<file path="src/rtl/core/calr_pkg.sv">
`timescale 1ns / 1ps

package calr_pkg;

	localparam int COORD_BITS   = 12;
	localparam int FRAC_BITS    = 4;
	localparam int DIST_BITS    = 18;
	localparam int SPACING_BITS = 16;

	localparam int SQ_BITS    = 2 * COORD_BITS;
	localparam int MUL_DIGITS = (COORD_BITS + 1) / 2;
	localparam int MUL_W      = 2 * MUL_DIGITS;
	localparam int RAD_PAIRS  = (SQ_BITS + 1 + 2 * FRAC_BITS + 1) / 2;
	localparam int RAD_W      = 2 * RAD_PAIRS;
	localparam int ROOT_BITS  = RAD_PAIRS;
	localparam int REM_BITS   = ROOT_BITS + 2;
	localparam int CNT_BITS   = $clog2(RAD_PAIRS);

	localparam logic [SPACING_BITS-1:0] SPACING_RESET = SPACING_BITS'(160);

	typedef logic [COORD_BITS-1:0] coord_t;
	typedef logic [ROOT_BITS-1:0]  root_t;

	function automatic coord_t abs_diff(input coord_t a, input coord_t b);
		abs_diff = (a >= b) ? coord_t'(a - b) : coord_t'(b - a);
	endfunction

endpackage

</file>
<file path="src/rtl/core/contour_arc_length_resampler_top.sv">
`timescale 1ns / 1ps
// Contour arc-length resampler.
// Input beats arrive on s_axis: tdata carries point_x and point_y, tuser
// carries contour_start. Kept points leave on m_axis with the same layout.
// The user must write min_spacing through the cfg channel only while idle;
// the block does not enforce it. It takes effect on the next point.
// One point is worked on at a time. A contour-start point skips the step
// unit and is kept once the output register is free; input is then ready.
// Any other point goes through a 2-bit-digit serial squarer, a radicand
// load, a bit-pair serial square root (one root bit per radicand bit
// pair), a done hand-over and a final accumulate-and-compare step before
// the input is ready again.
// A kept point sits in the output register until m_axis_tready; the next
// point may be accepted and worked on meanwhile, and the block only waits
// if a second kept point is ready before the first has gone.
// Reset clears the previous point to (0,0), the running distance to zero,
// min_spacing to 160 and drops any pending output beat.
module contour_arc_length_resampler_top (
	input  logic        clk,
	input  logic        arst_n,
	input  logic        s_axis_tvalid,
	output logic        s_axis_tready,
	input  logic [23:0] s_axis_tdata,   // [11:0] point_x, [23:12] point_y
	input  logic [0:0]  s_axis_tuser,   // [0] contour_start
	output logic        m_axis_tvalid,
	input  logic        m_axis_tready,
	output logic [23:0] m_axis_tdata,   // [11:0] out_x, [23:12] out_y
	output logic [0:0]  m_axis_tuser,   // [0] out_start
	input  logic        cfg_valid,
	output logic        cfg_ready,
	input  logic [15:0] cfg_data
);
	import calr_pkg::*;

	typedef enum logic [2:0] {
		ST_IDLE   = 3'b001,
		ST_CALC   = 3'b010,
		ST_FINISH = 3'b100
	} state_t;

	state_t                  state_q;
	logic [SPACING_BITS-1:0] spacing_q;
	coord_t                  prev_x_q;
	coord_t                  prev_y_q;
	logic [DIST_BITS-1:0]    dist_q;
	coord_t                  x_q;
	coord_t                  y_q;
	logic                    start_q;
	root_t                   step_q;
	logic                    out_valid_q;
	coord_t                  out_x_q;
	coord_t                  out_y_q;
	logic                    out_start_q;

	coord_t                  in_x;
	coord_t                  in_y;
	logic                    in_start;
	logic                    accept;
	logic                    go;
	logic                    su_done;
	root_t                   su_root;
	logic [DIST_BITS:0]      sum_w;
	logic [DIST_BITS-1:0]    sum_sat;
	logic                    keep;
	logic                    out_free;
	logic                    load_out;

	assign in_x     = s_axis_tdata[COORD_BITS-1:0];
	assign in_y     = s_axis_tdata[2*COORD_BITS-1:COORD_BITS];
	assign in_start = s_axis_tuser[0];

	assign s_axis_tready = state_q == ST_IDLE;
	assign accept        = s_axis_tvalid && s_axis_tready;
	assign go            = accept && !in_start;
	assign cfg_ready     = 1'b1;

	calr_step_unit u_step (
		.clk    (clk),
		.arst_n (arst_n),
		.go     (go),
		.dx     (abs_diff(in_x, prev_x_q)),
		.dy     (abs_diff(in_y, prev_y_q)),
		.done   (su_done),
		.root   (su_root)
	);

	assign sum_w    = (DIST_BITS+1)'(dist_q) + (DIST_BITS+1)'(step_q);
	assign sum_sat  = sum_w[DIST_BITS] ? {DIST_BITS{1'b1}} : sum_w[DIST_BITS-1:0];
	assign keep     = start_q || (sum_sat >= DIST_BITS'(spacing_q));
	assign out_free = !out_valid_q || m_axis_tready;
	assign load_out = (state_q == ST_FINISH) && keep && out_free;

	always_ff @(posedge clk or negedge arst_n) begin
		if (!arst_n) begin
			state_q     <= ST_IDLE;
			spacing_q   <= SPACING_RESET;
			prev_x_q    <= '0;
			prev_y_q    <= '0;
			dist_q      <= '0;
			out_valid_q <= 1'b0;
		end else begin
			if (cfg_valid && cfg_ready) begin
				spacing_q <= cfg_data;
			end
			if (load_out) begin
				out_valid_q <= 1'b1;
			end else if (m_axis_tready) begin
				out_valid_q <= 1'b0;
			end
			case (state_q)
				ST_IDLE: begin
					if (accept) begin
						prev_x_q <= in_x;
						prev_y_q <= in_y;
						state_q  <= in_start ? ST_FINISH : ST_CALC;
					end
				end
				ST_CALC: begin
					if (su_done) begin
						state_q <= ST_FINISH;
					end
				end
				ST_FINISH: begin
					if (!keep) begin
						dist_q  <= sum_sat;
						state_q <= ST_IDLE;
					end else if (out_free) begin
						dist_q  <= '0;
						state_q <= ST_IDLE;
					end
				end
				default: state_q <= ST_IDLE;
			endcase
		end
	end

	always_ff @(posedge clk) begin
		if (accept) begin
			x_q     <= in_x;
			y_q     <= in_y;
			start_q <= in_start;
			step_q  <= '0;
		end else if (state_q == ST_CALC && su_done) begin
			step_q <= su_root;
		end
		if (load_out) begin
			out_x_q     <= x_q;
			out_y_q     <= y_q;
			out_start_q <= start_q;
		end
	end

	assign m_axis_tvalid   = out_valid_q;
	assign m_axis_tdata    = {out_y_q, out_x_q};
	assign m_axis_tuser[0] = out_start_q;

endmodule

</file>
<file path="src/rtl/core/calr_step_unit.sv">
`timescale 1ns / 1ps

module calr_step_unit (
	input  logic            clk,
	input  logic            arst_n,
	input  logic            go,
	input  calr_pkg::coord_t dx,
	input  calr_pkg::coord_t dy,
	output logic            done,
	output calr_pkg::root_t root
);
	import calr_pkg::*;

	typedef enum logic [3:0] {
		SU_IDLE = 4'b0001,
		SU_MUL  = 4'b0010,
		SU_LOAD = 4'b0100,
		SU_SQRT = 4'b1000
	} su_state_t;

	su_state_t              state_q;
	logic [CNT_BITS-1:0]    cnt_q;
	coord_t                 dx_q;
	coord_t                 dy_q;
	logic [MUL_W-1:0]       mx_q;
	logic [MUL_W-1:0]       my_q;
	logic [SQ_BITS-1:0]     accx_q;
	logic [SQ_BITS-1:0]     accy_q;
	logic [RAD_W-1:0]       rad_q;
	logic [REM_BITS-1:0]    rem_q;
	root_t                  root_q;
	logic                   done_q;

	logic [COORD_BITS+1:0]  termx;
	logic [COORD_BITS+1:0]  termy;
	logic [SQ_BITS:0]       sq_sum;
	logic [REM_BITS-1:0]    rem_sh;
	logic [REM_BITS-1:0]    trial;
	logic                   fits;

	function automatic logic [COORD_BITS+1:0] digit_mul(input coord_t a, input logic [1:0] d);
		logic [COORD_BITS+1:0] a1;
		logic [COORD_BITS+1:0] a2;
		a1 = (COORD_BITS+2)'(a);
		a2 = (COORD_BITS+2)'({a, 1'b0});
		case (d)
			2'd0:    digit_mul = '0;
			2'd1:    digit_mul = a1;
			2'd2:    digit_mul = a2;
			2'd3:    digit_mul = a1 + a2;
			default: digit_mul = '0;
		endcase
	endfunction

	assign termx  = digit_mul(dx_q, mx_q[MUL_W-1 -: 2]);
	assign termy  = digit_mul(dy_q, my_q[MUL_W-1 -: 2]);
	assign sq_sum = (SQ_BITS+1)'(accx_q) + (SQ_BITS+1)'(accy_q);
	assign rem_sh = {rem_q[REM_BITS-3:0], rad_q[RAD_W-1 -: 2]};
	assign trial  = {root_q, 2'b01};
	assign fits   = rem_sh >= trial;

	always_ff @(posedge clk or negedge arst_n) begin
		if (!arst_n) begin
			state_q <= SU_IDLE;
			cnt_q   <= '0;
			done_q  <= 1'b0;
		end else begin
			done_q <= 1'b0;
			case (state_q)
				SU_IDLE: begin
					if (go) begin
						cnt_q   <= '0;
						state_q <= SU_MUL;
					end
				end
				SU_MUL: begin
					if (cnt_q == CNT_BITS'(MUL_DIGITS - 1)) begin
						state_q <= SU_LOAD;
					end else begin
						cnt_q <= cnt_q + 1'b1;
					end
				end
				SU_LOAD: begin
					cnt_q   <= '0;
					state_q <= SU_SQRT;
				end
				SU_SQRT: begin
					if (cnt_q == CNT_BITS'(RAD_PAIRS - 1)) begin
						done_q  <= 1'b1;
						state_q <= SU_IDLE;
					end else begin
						cnt_q <= cnt_q + 1'b1;
					end
				end
				default: state_q <= SU_IDLE;
			endcase
		end
	end

	always_ff @(posedge clk) begin
		case (state_q)
			SU_IDLE: begin
				if (go) begin
					dx_q   <= dx;
					dy_q   <= dy;
					mx_q   <= MUL_W'(dx);
					my_q   <= MUL_W'(dy);
					accx_q <= '0;
					accy_q <= '0;
				end
			end
			SU_MUL: begin
				accx_q <= {accx_q[SQ_BITS-3:0], 2'b00} + SQ_BITS'(termx);
				accy_q <= {accy_q[SQ_BITS-3:0], 2'b00} + SQ_BITS'(termy);
				mx_q   <= {mx_q[MUL_W-3:0], 2'b00};
				my_q   <= {my_q[MUL_W-3:0], 2'b00};
			end
			SU_LOAD: begin
				rad_q  <= RAD_W'(sq_sum) << (2 * FRAC_BITS);
				rem_q  <= '0;
				root_q <= '0;
			end
			SU_SQRT: begin
				rad_q <= {rad_q[RAD_W-3:0], 2'b00};
				if (fits) begin
					rem_q  <= rem_sh - trial;
					root_q <= {root_q[ROOT_BITS-2:0], 1'b1};
				end else begin
					rem_q  <= rem_sh;
					root_q <= {root_q[ROOT_BITS-2:0], 1'b0};
				end
			end
			default: ;
		endcase
	end

	assign done = done_q;
	assign root = root_q;

endmodule
</file>
<file path="config.mk">
export PLATFORM = sky130hd
export DESIGN_NAME = contour_arc_length_resampler_top
export DESIGN_NICKNAME = d
export VERILOG_FILES = /design/src/rtl/core/calr_pkg.sv /design/src/rtl/core/contour_arc_length_resampler_top.sv /design/src/rtl/core/calr_step_unit.sv
export SDC_FILE = /design/constraint.sdc
export NUM_CORES = 1
export LEC_CHECK = 0
export ABC_CLOCK_PERIOD_IN_PS = 10400
export BUFFER_PORTS_ARGS = -buffer_cell sky130_fd_sc_hd__buf_2
export CAP_MARGIN = 20
export CORE_UTILIZATION = 40
export CTS_BUF_LIST = sky130_fd_sc_hd__clkbuf_2
export DETAILED_ROUTE_END_ITERATION = 10
export PLACE_DENSITY = 0.63
export REMOVE_ABC_BUFFERS = 1
export SETUP_SLACK_MARGIN = 0.15
export SYNTH_ARGS = -nofsm -noshare
export SYNTH_HDL_FRONTEND = slang
export SYNTH_SLANG_ARGS = --single-unit
</file>
<file path="constraint.sdc">
create_clock -name clk -period 10.4 [get_ports clk]
set_clock_uncertainty 0.1 [all_clocks]
set_input_delay 1.04 -clock clk [delete_from_list [all_inputs] [get_ports clk]]
set_output_delay 1.04 -clock clk [all_outputs]
set_load 0.05 [all_outputs]
</file>
==> results of run 1 <==
-- logic make-up (layout without fill, tap and decap cells) --
| family | Yosys count | after routing | synth area share |
|---|---|---|---|
| adders and majority gates | 185 | 185 | 0.127 |
| AOI/OAI and AO/OA | 486 | 486 | 0.169 |
| and+or+nand+nor | 530 | 530 | 0.133 |
| xor gates and xnor gates | 119 | 119 | 0.0555 |
| DFF | 295 | 295 | 0.444 |
| other | 1 | 2 | 0.000200 |
| muxes | 52 | 52 | 0.0297 |
| buffers and inverters | 192 | 354 | 0.0405 |
-- worst max-delay path, cell delays in order (launching register included) --
cell,delay (ps)
dfrtp_1,400
ha_1,240
fa_1,430
a211oi_1,360
o211ai_1,190
a211oi_2,370
nor2_1,280
a21oi_2,340
o21ai_0,210
ha_1,330
a211oi_1,190
o21ai_0,110
a221o_1,270
a211oi_1,260
nand4_2,160
nor2_2,160
and2_1,580
a22o_1,220
-- state kept, by name, summed over array words and instances, names as in the netlist, 16 cells and up --
signal / flops
spacing_q: 16
u_step.root: 17
u_step.accy_q: 24
u_step.rad_q: 26
dist_q: 18
step_q: 17
u_step.rem_q: 17
u_step.accx_q: 24
-- report_power, final --
group          internal, mW  leakage [nW]  switching [mW]
combinational         0.851          5.54            1.09
sequential             1.54          2.88           0.119
clock                 0.344         0.559           0.489
-- metal layers --
metal / track usage / up-vias
met5: 0 / -
met4: 0.0627 / 0
met3: 0.0340 / 72
met2: 0.284 / 205
met1: 0.206 / 6498
li1: - / 6911
-- Yosys cell counts (all sizes together), types with 18 or more instances --
cell type / instances / area [um^2]
and3: 21 / 131
clkbuf: 43 / 161
mux2: 29 / 327
a21oi: 144 / 732
nor3: 33 / 165
xor2: 59 / 517
edfxtp: 206 / 6190
nor2: 174 / 663
mux2i: 23 / 230
and2: 21 / 131
a21o: 50 / 375
o21ai: 125 / 629
dfrtp: 68 / 1700
inv: 131 / 492
a22o: 30 / 263
o21a: 20 / 150
xnor2: 60 / 526
nand2: 160 / 601
nand2b: 20 / 125
ha: 175 / 2190
nor2b: 35 / 219
buf: 18 / 106
-- cell type report --
cell class / count / area share
Inverter: 131 / 0.0240
Clock buffer: 114 / 0.0279
Clock inverter: 28 / 0.00808
Multi-Input combinational cell: 1373 / 0.474
Antenna cell: 1 / 0.000122
Timing Repair Buffer: 81 / 0.0215
Sequential cell: 295 / 0.407
Tap cell: 600 / 0.0367
-- per-stage QoR --
stage | hold slack [ps] | std cells | util | setup slack [ps]
2_1_floorplan | 300 | 1799 | - | 3700
3_3_place_gp | 300 | 2478 | 0.429 | 5390
3_5_place_dp | 305 | 2478 | 0.429 | 5180
4_1_cts | 69.4 | 2621 | 0.445 | 5120
5_1_grt | 92.6 | 2623 | 0.446 | 4750
6_report | 216 | 2623 | 0.446 | 5090
-- path summary, 6_finish.rpt --
path                                  startpoint          end  slack, ps  depth (start not counted)
worst min register to register            x_q[6]   out_x_q[6]        300                          0
max in group asynchronous                 arst_n  prev_x_q[8]       8740                          3
min in group asynchronous                 arst_n   dist_q[15]        470                          2
worst max register to register         dist_q[0]   dist_q[13]       5090                         17
worst max-delay path                   dist_q[0]   dist_q[13]       5090                         17
worst min-delay path            s_axis_tdata[20]       y_q[8]        220                          1
==> impl_results.md, run 1 <==
- Fraction of synthesis flops using an asynchronous set or reset pin: 0.244
- Final slew viol count: 0
- Number of global-route vias before repair: 13.6k
- Worst-case clock buffer depth: 3
- Clk_lat worst skew: approximately 940 ps
- Number of synthesized flops with an enable pin: 206
- Fill count: around 4.5k
- M1 wire length: roughly 18000 um
- Outcome: finished clean
- PwrDens: 216 mW/mm^2
- Minimum clock period: 5310 ps
- Final TNS setup: 0 ps
- Initial core utilization: 0.409
- Final WL: between 30000 and 40000 um
- Fin. Hold Viols: 0
- Most common cell after layout, fill and taps aside: edfxtp_1
- Die area: 0.0478 mm^2
- DRT iter0 DRCs: 699
- Min-Delay Path Class: in -> reg
- CTS tree: yes
- Antenna viol nets, final: 0
- Final Cycle Share: 0.510
- Worst Max-Slew Pin Slew: around 1100 ps
- Worst-path clk slew: approximately 110 ps
- RePlAce Congestion: around 0.86
- Post-CTS Setup Bufs: 0
- Reg area: 0.00833 mm^2
- Max FO, Critical Path: 15
- Prevailing post-synth register cell: edfxtp_1
- Yosys warnings: 0
- Layout cell share with drive strength beyond 1: 0.134
- FP Rows: 78
- Hold-fix buffers, CTS: 1
- Pleak: 8.98 nW
- Clock Sinks: 295
- Design area: 0.0204 mm^2
- Worst vdd ir: 121 uV
- Die height: 219 um
- CTS Buf Count: 78
- Top-Level Pins: 74
- Core box area: 0.0459 mm^2
- Synthesized area per cell: 10.1 um^2
- Number of port buffers: slightly above 70
- Setup CP Type: reg -> reg
- Max Cap Viol: 0
- Synth Cell Area: 0.0188 mm^2
- Routed vias: 13.7k
- DRC: 0
- CP arrival: 6050 ps
- Total grt overflow: 0
- CTS HTree Levels: 3
- Largest net degree at the start of global routing: 74
- CTS resizes: 0
- Crit start category: register
- Fin nets: 2191
- GRT Total Usage: 0.167
- Rel. slew slack: 0.263
- Die Wd: 219 um
- Met3 routed WL: 1360 um
- Seq cells post-synth: between 200 and 300
- Most frequent cells in the layout: edfxtp_1 (206), ha_1 (175), nor2_1 (171)
- P&R area growth vs syn: 8.98%
- Worst path required time: 11150 ps
- Pwr Total: 4.43 mW
- Register area share after synthesis: 0.444
- DR WL met2: between 15000 and 20000 um
- RSZ-0062 raised after global routing: false
- HPWL Detailed: 27800 um
- Mapped Cells: 1860
- First drt pass iteration count: 6
- Setup crit end kind: register
- Drt via density: 5.22
- Max Used Layer: met4
- Netlist cell types: 84
- Setup Viol. Count Final: 0
- Multi-input logic area: 0.00970 mm^2
- Antenna violations before repair: 1
- Routed len/inst: around 15 um
- Max frequency: 188 MHz
- Clock root buffer: clkbuf_2
- Dpl cell area: 0.0197 mm^2
- First-pass GRT wire length: 65300 um
Power figures use the tool's default switching activity.
==> run 2, diff against run 1 <==
ABC_CLOCK_PERIOD_IN_PS = 4800   (was 10400)
PLACE_DENSITY = 0.65   (was 0.63)
clock period = 4.8 ns   (was 10.4 ns; I/O delays follow)
==> run 2 against run 1 <==
Net effect: register-to-register slack got worse by 4700 ps; sequential power rose by 120%; clock power rose by 120%; combinational power rose by 130%; cell area rose by 5.2%; total power rose by 120%; worst hold slack got worse by 25 ps; non-clock buffer count rose by 94; maximum frequency rose by 20%; first-iteration DRC count rose by 18%; sequential cell count did not move; critical endpoint is now dist_q[0]; largest cell class unchanged; highest routed layer unchanged.
==> impl_results.md, run 2 (synthesis results as in run 1) <==
- Top-Level Pins: 74
- Post-layout util: 0.469
- Final std cells w/o fill: roughly 2.7k
- Number of global-route vias before repair: 14.1k
- Setup CP Type: reg -> reg
- Worst path required time: about 5600 ps
- Min-Delay Path Class: in -> reg
- RSZ-0062 raised after global routing: false
- P&R area growth vs syn: 14.6%
- Worst Slack Setup Final: approximately 380 ps
- Max FO, Critical Path: 12
- Setup crit end kind: register
- Setup Viol. Count Final: 0
- PwrDens: ~460 mW/mm^2
- Dpl cell area: 0.0198 mm^2
- Drt via density: between 5 and 6
- Minimum clock period: 4420 ps
- Clock root buffer: clkbuf_2
- Die area: approximately 0.048 mm^2
- GRT Total Usage: 0.171
- Antenna violations before repair: 1
- Max Cap Viol: 0
- Clock Sinks: 295
- Routed len/inst: 14.9 um
- Total grt overflow: 0
- Final slew viol count: 0
- Fill count: 4322
- HPWL Detailed: 27800 um
- Final Cycle Share: 0.922
- DRC: 0
- Initial core utilization: 0.409
- CTS HTree Levels: 3
- Largest net degree at the start of global routing: 74
- Top flop regs: u_step.rad_q: 26 flops, u_step.accx_q: 24 flops, u_step.accy_q: 24 flops
- Most flops, register: u_step.rad_q
- Antenna viol nets, final: 0
- Worst-case clock buffer depth: 3
- Largest register FFs: 26
- Layout cell share with drive strength beyond 1: 0.146
- Worst vdd ir: 313 uV
- DRT iter0 DRCs: roughly 820
- CTS Buf Count: 77
- Clk_lat worst skew: roughly 970 ps
- Dpl cells: 2490
- Max frequency: 226 MHz
- Most common cell after layout, fill and taps aside: edfxtp_1
- Core box area: 0.0459 mm^2
- Final WL: 40400 um
- FP Rows: 78
- Routed vias: 14.1k
- Hold_sp: s_axis_tdata[21]
- Reg2reg start: dist_q[0]
- DP Worst Slack: ~70 ps
- Die Wd: 219 um
- Worst Max-Slew Pin Slew: 1170 ps
- RePlAce Congestion: about 0.93
- Final TNS setup: 0 ps
- Fin nets: 2285
- First drt pass iteration count: 6
- Pleak: ~9.4 nW
- Number of port buffers: 72
- Final hold slack: 191 ps
- Fin. Hold Viols: 0
- Worst-path clk slew: 100 ps
- Crit start category: register
- Outcome: finished clean
- Design area: approximately 0.022 mm^2
- Most frequent cells in the layout: edfxtp_1 (206), ha_1 (172), nor2_1 (170)
- CTS tree: yes
- Pwr Total: 9.79 mW
- Die height: 219 um
- First-pass GRT wire length: 67200 um
- Rel. slew slack: 0.216
- CP arrival: about 5200 ps
- CP Launch Point: dist_q[0]
==> run 2: path summary, 6_finish.rpt <==
check	to	slack, ps	cells past startpoint
max	dist_q[0]	380	20
min	y_q[9]	190	2
max reg2reg	dist_q[0]	380	20
min reg2reg	out_y_q[3]	310	0
max in group asynchronous	prev_x_q[5]	3530	4
min in group asynchronous	dist_q[15]	420	3
==> run 2: power by group <==
part / switching [mW] / total [mW] / internal [mW] / leakage, nW
Sequential: 0.244 / 3.57 / 3.33 / 2.88
Combinational: 2.42 / 4.39 / 1.97 / 5.98
Clock: 1.08 / 1.83 / 0.751 / 0.562
==> run 2: what timing repair did <==
item	CTS	global route
pin swaps	1	15
hold buffers	75	1
buffers inserted	2	4
gates resized for setup	3	22
cloned	0	2
hold endpoints to repair	173	25
endpoints found under the setup margin	42	56
==> run 2: area by class of cell <==
| cell class | count | area (um^2) | area share |
|---|---|---|---|
| antenna | 1 | 2.50 | 0.000116 |
| clock inverter | 24 | 146 | 0.00681 |
| multi-input combinational | 1374 | 9830 | 0.457 |
| inverter | 131 | 492 | 0.0229 |
| clock buffer | 116 | 581 | 0.0270 |
| timing repair buffer | 175 | 1370 | 0.0638 |
| tap | 600 | 751 | 0.0349 |
| sequential | 295 | 8330 | 0.387 |
==> run 2: worst max-delay path: stages, from the launching register on <==
cell      delay [ps]
dfrtp_1          420
ha_4             190
fa_2             400
a211oi_2         220
o211ai_1         150
a211oi_2         340
nor2_2            80
buf_4            180
nor2_1           120
xnor2_1           90
a211o_1          240
ha_1             290
nand4_1           80
nor2_1            60
a221o_1          300
a211oi_2         170
nand4_2          170
nor2_4           180
and2_1           200
buf_2            230
a22o_1           160
==> run 2: per-layer routing <==
layer | GRT usage | share of wire | wire [um] | up-vias
li1 | - | - | - | 7100
met4 | 0.0737 | 0.032 | 1280 | 0
met1 | 0.210 | 0.45 | 18200 | 6594
met5 | 0 | 0 | 0 | -
met3 | 0.0348 | 0.041 | 1660 | 111
met2 | 0.291 | 0.48 | 19200 | 284
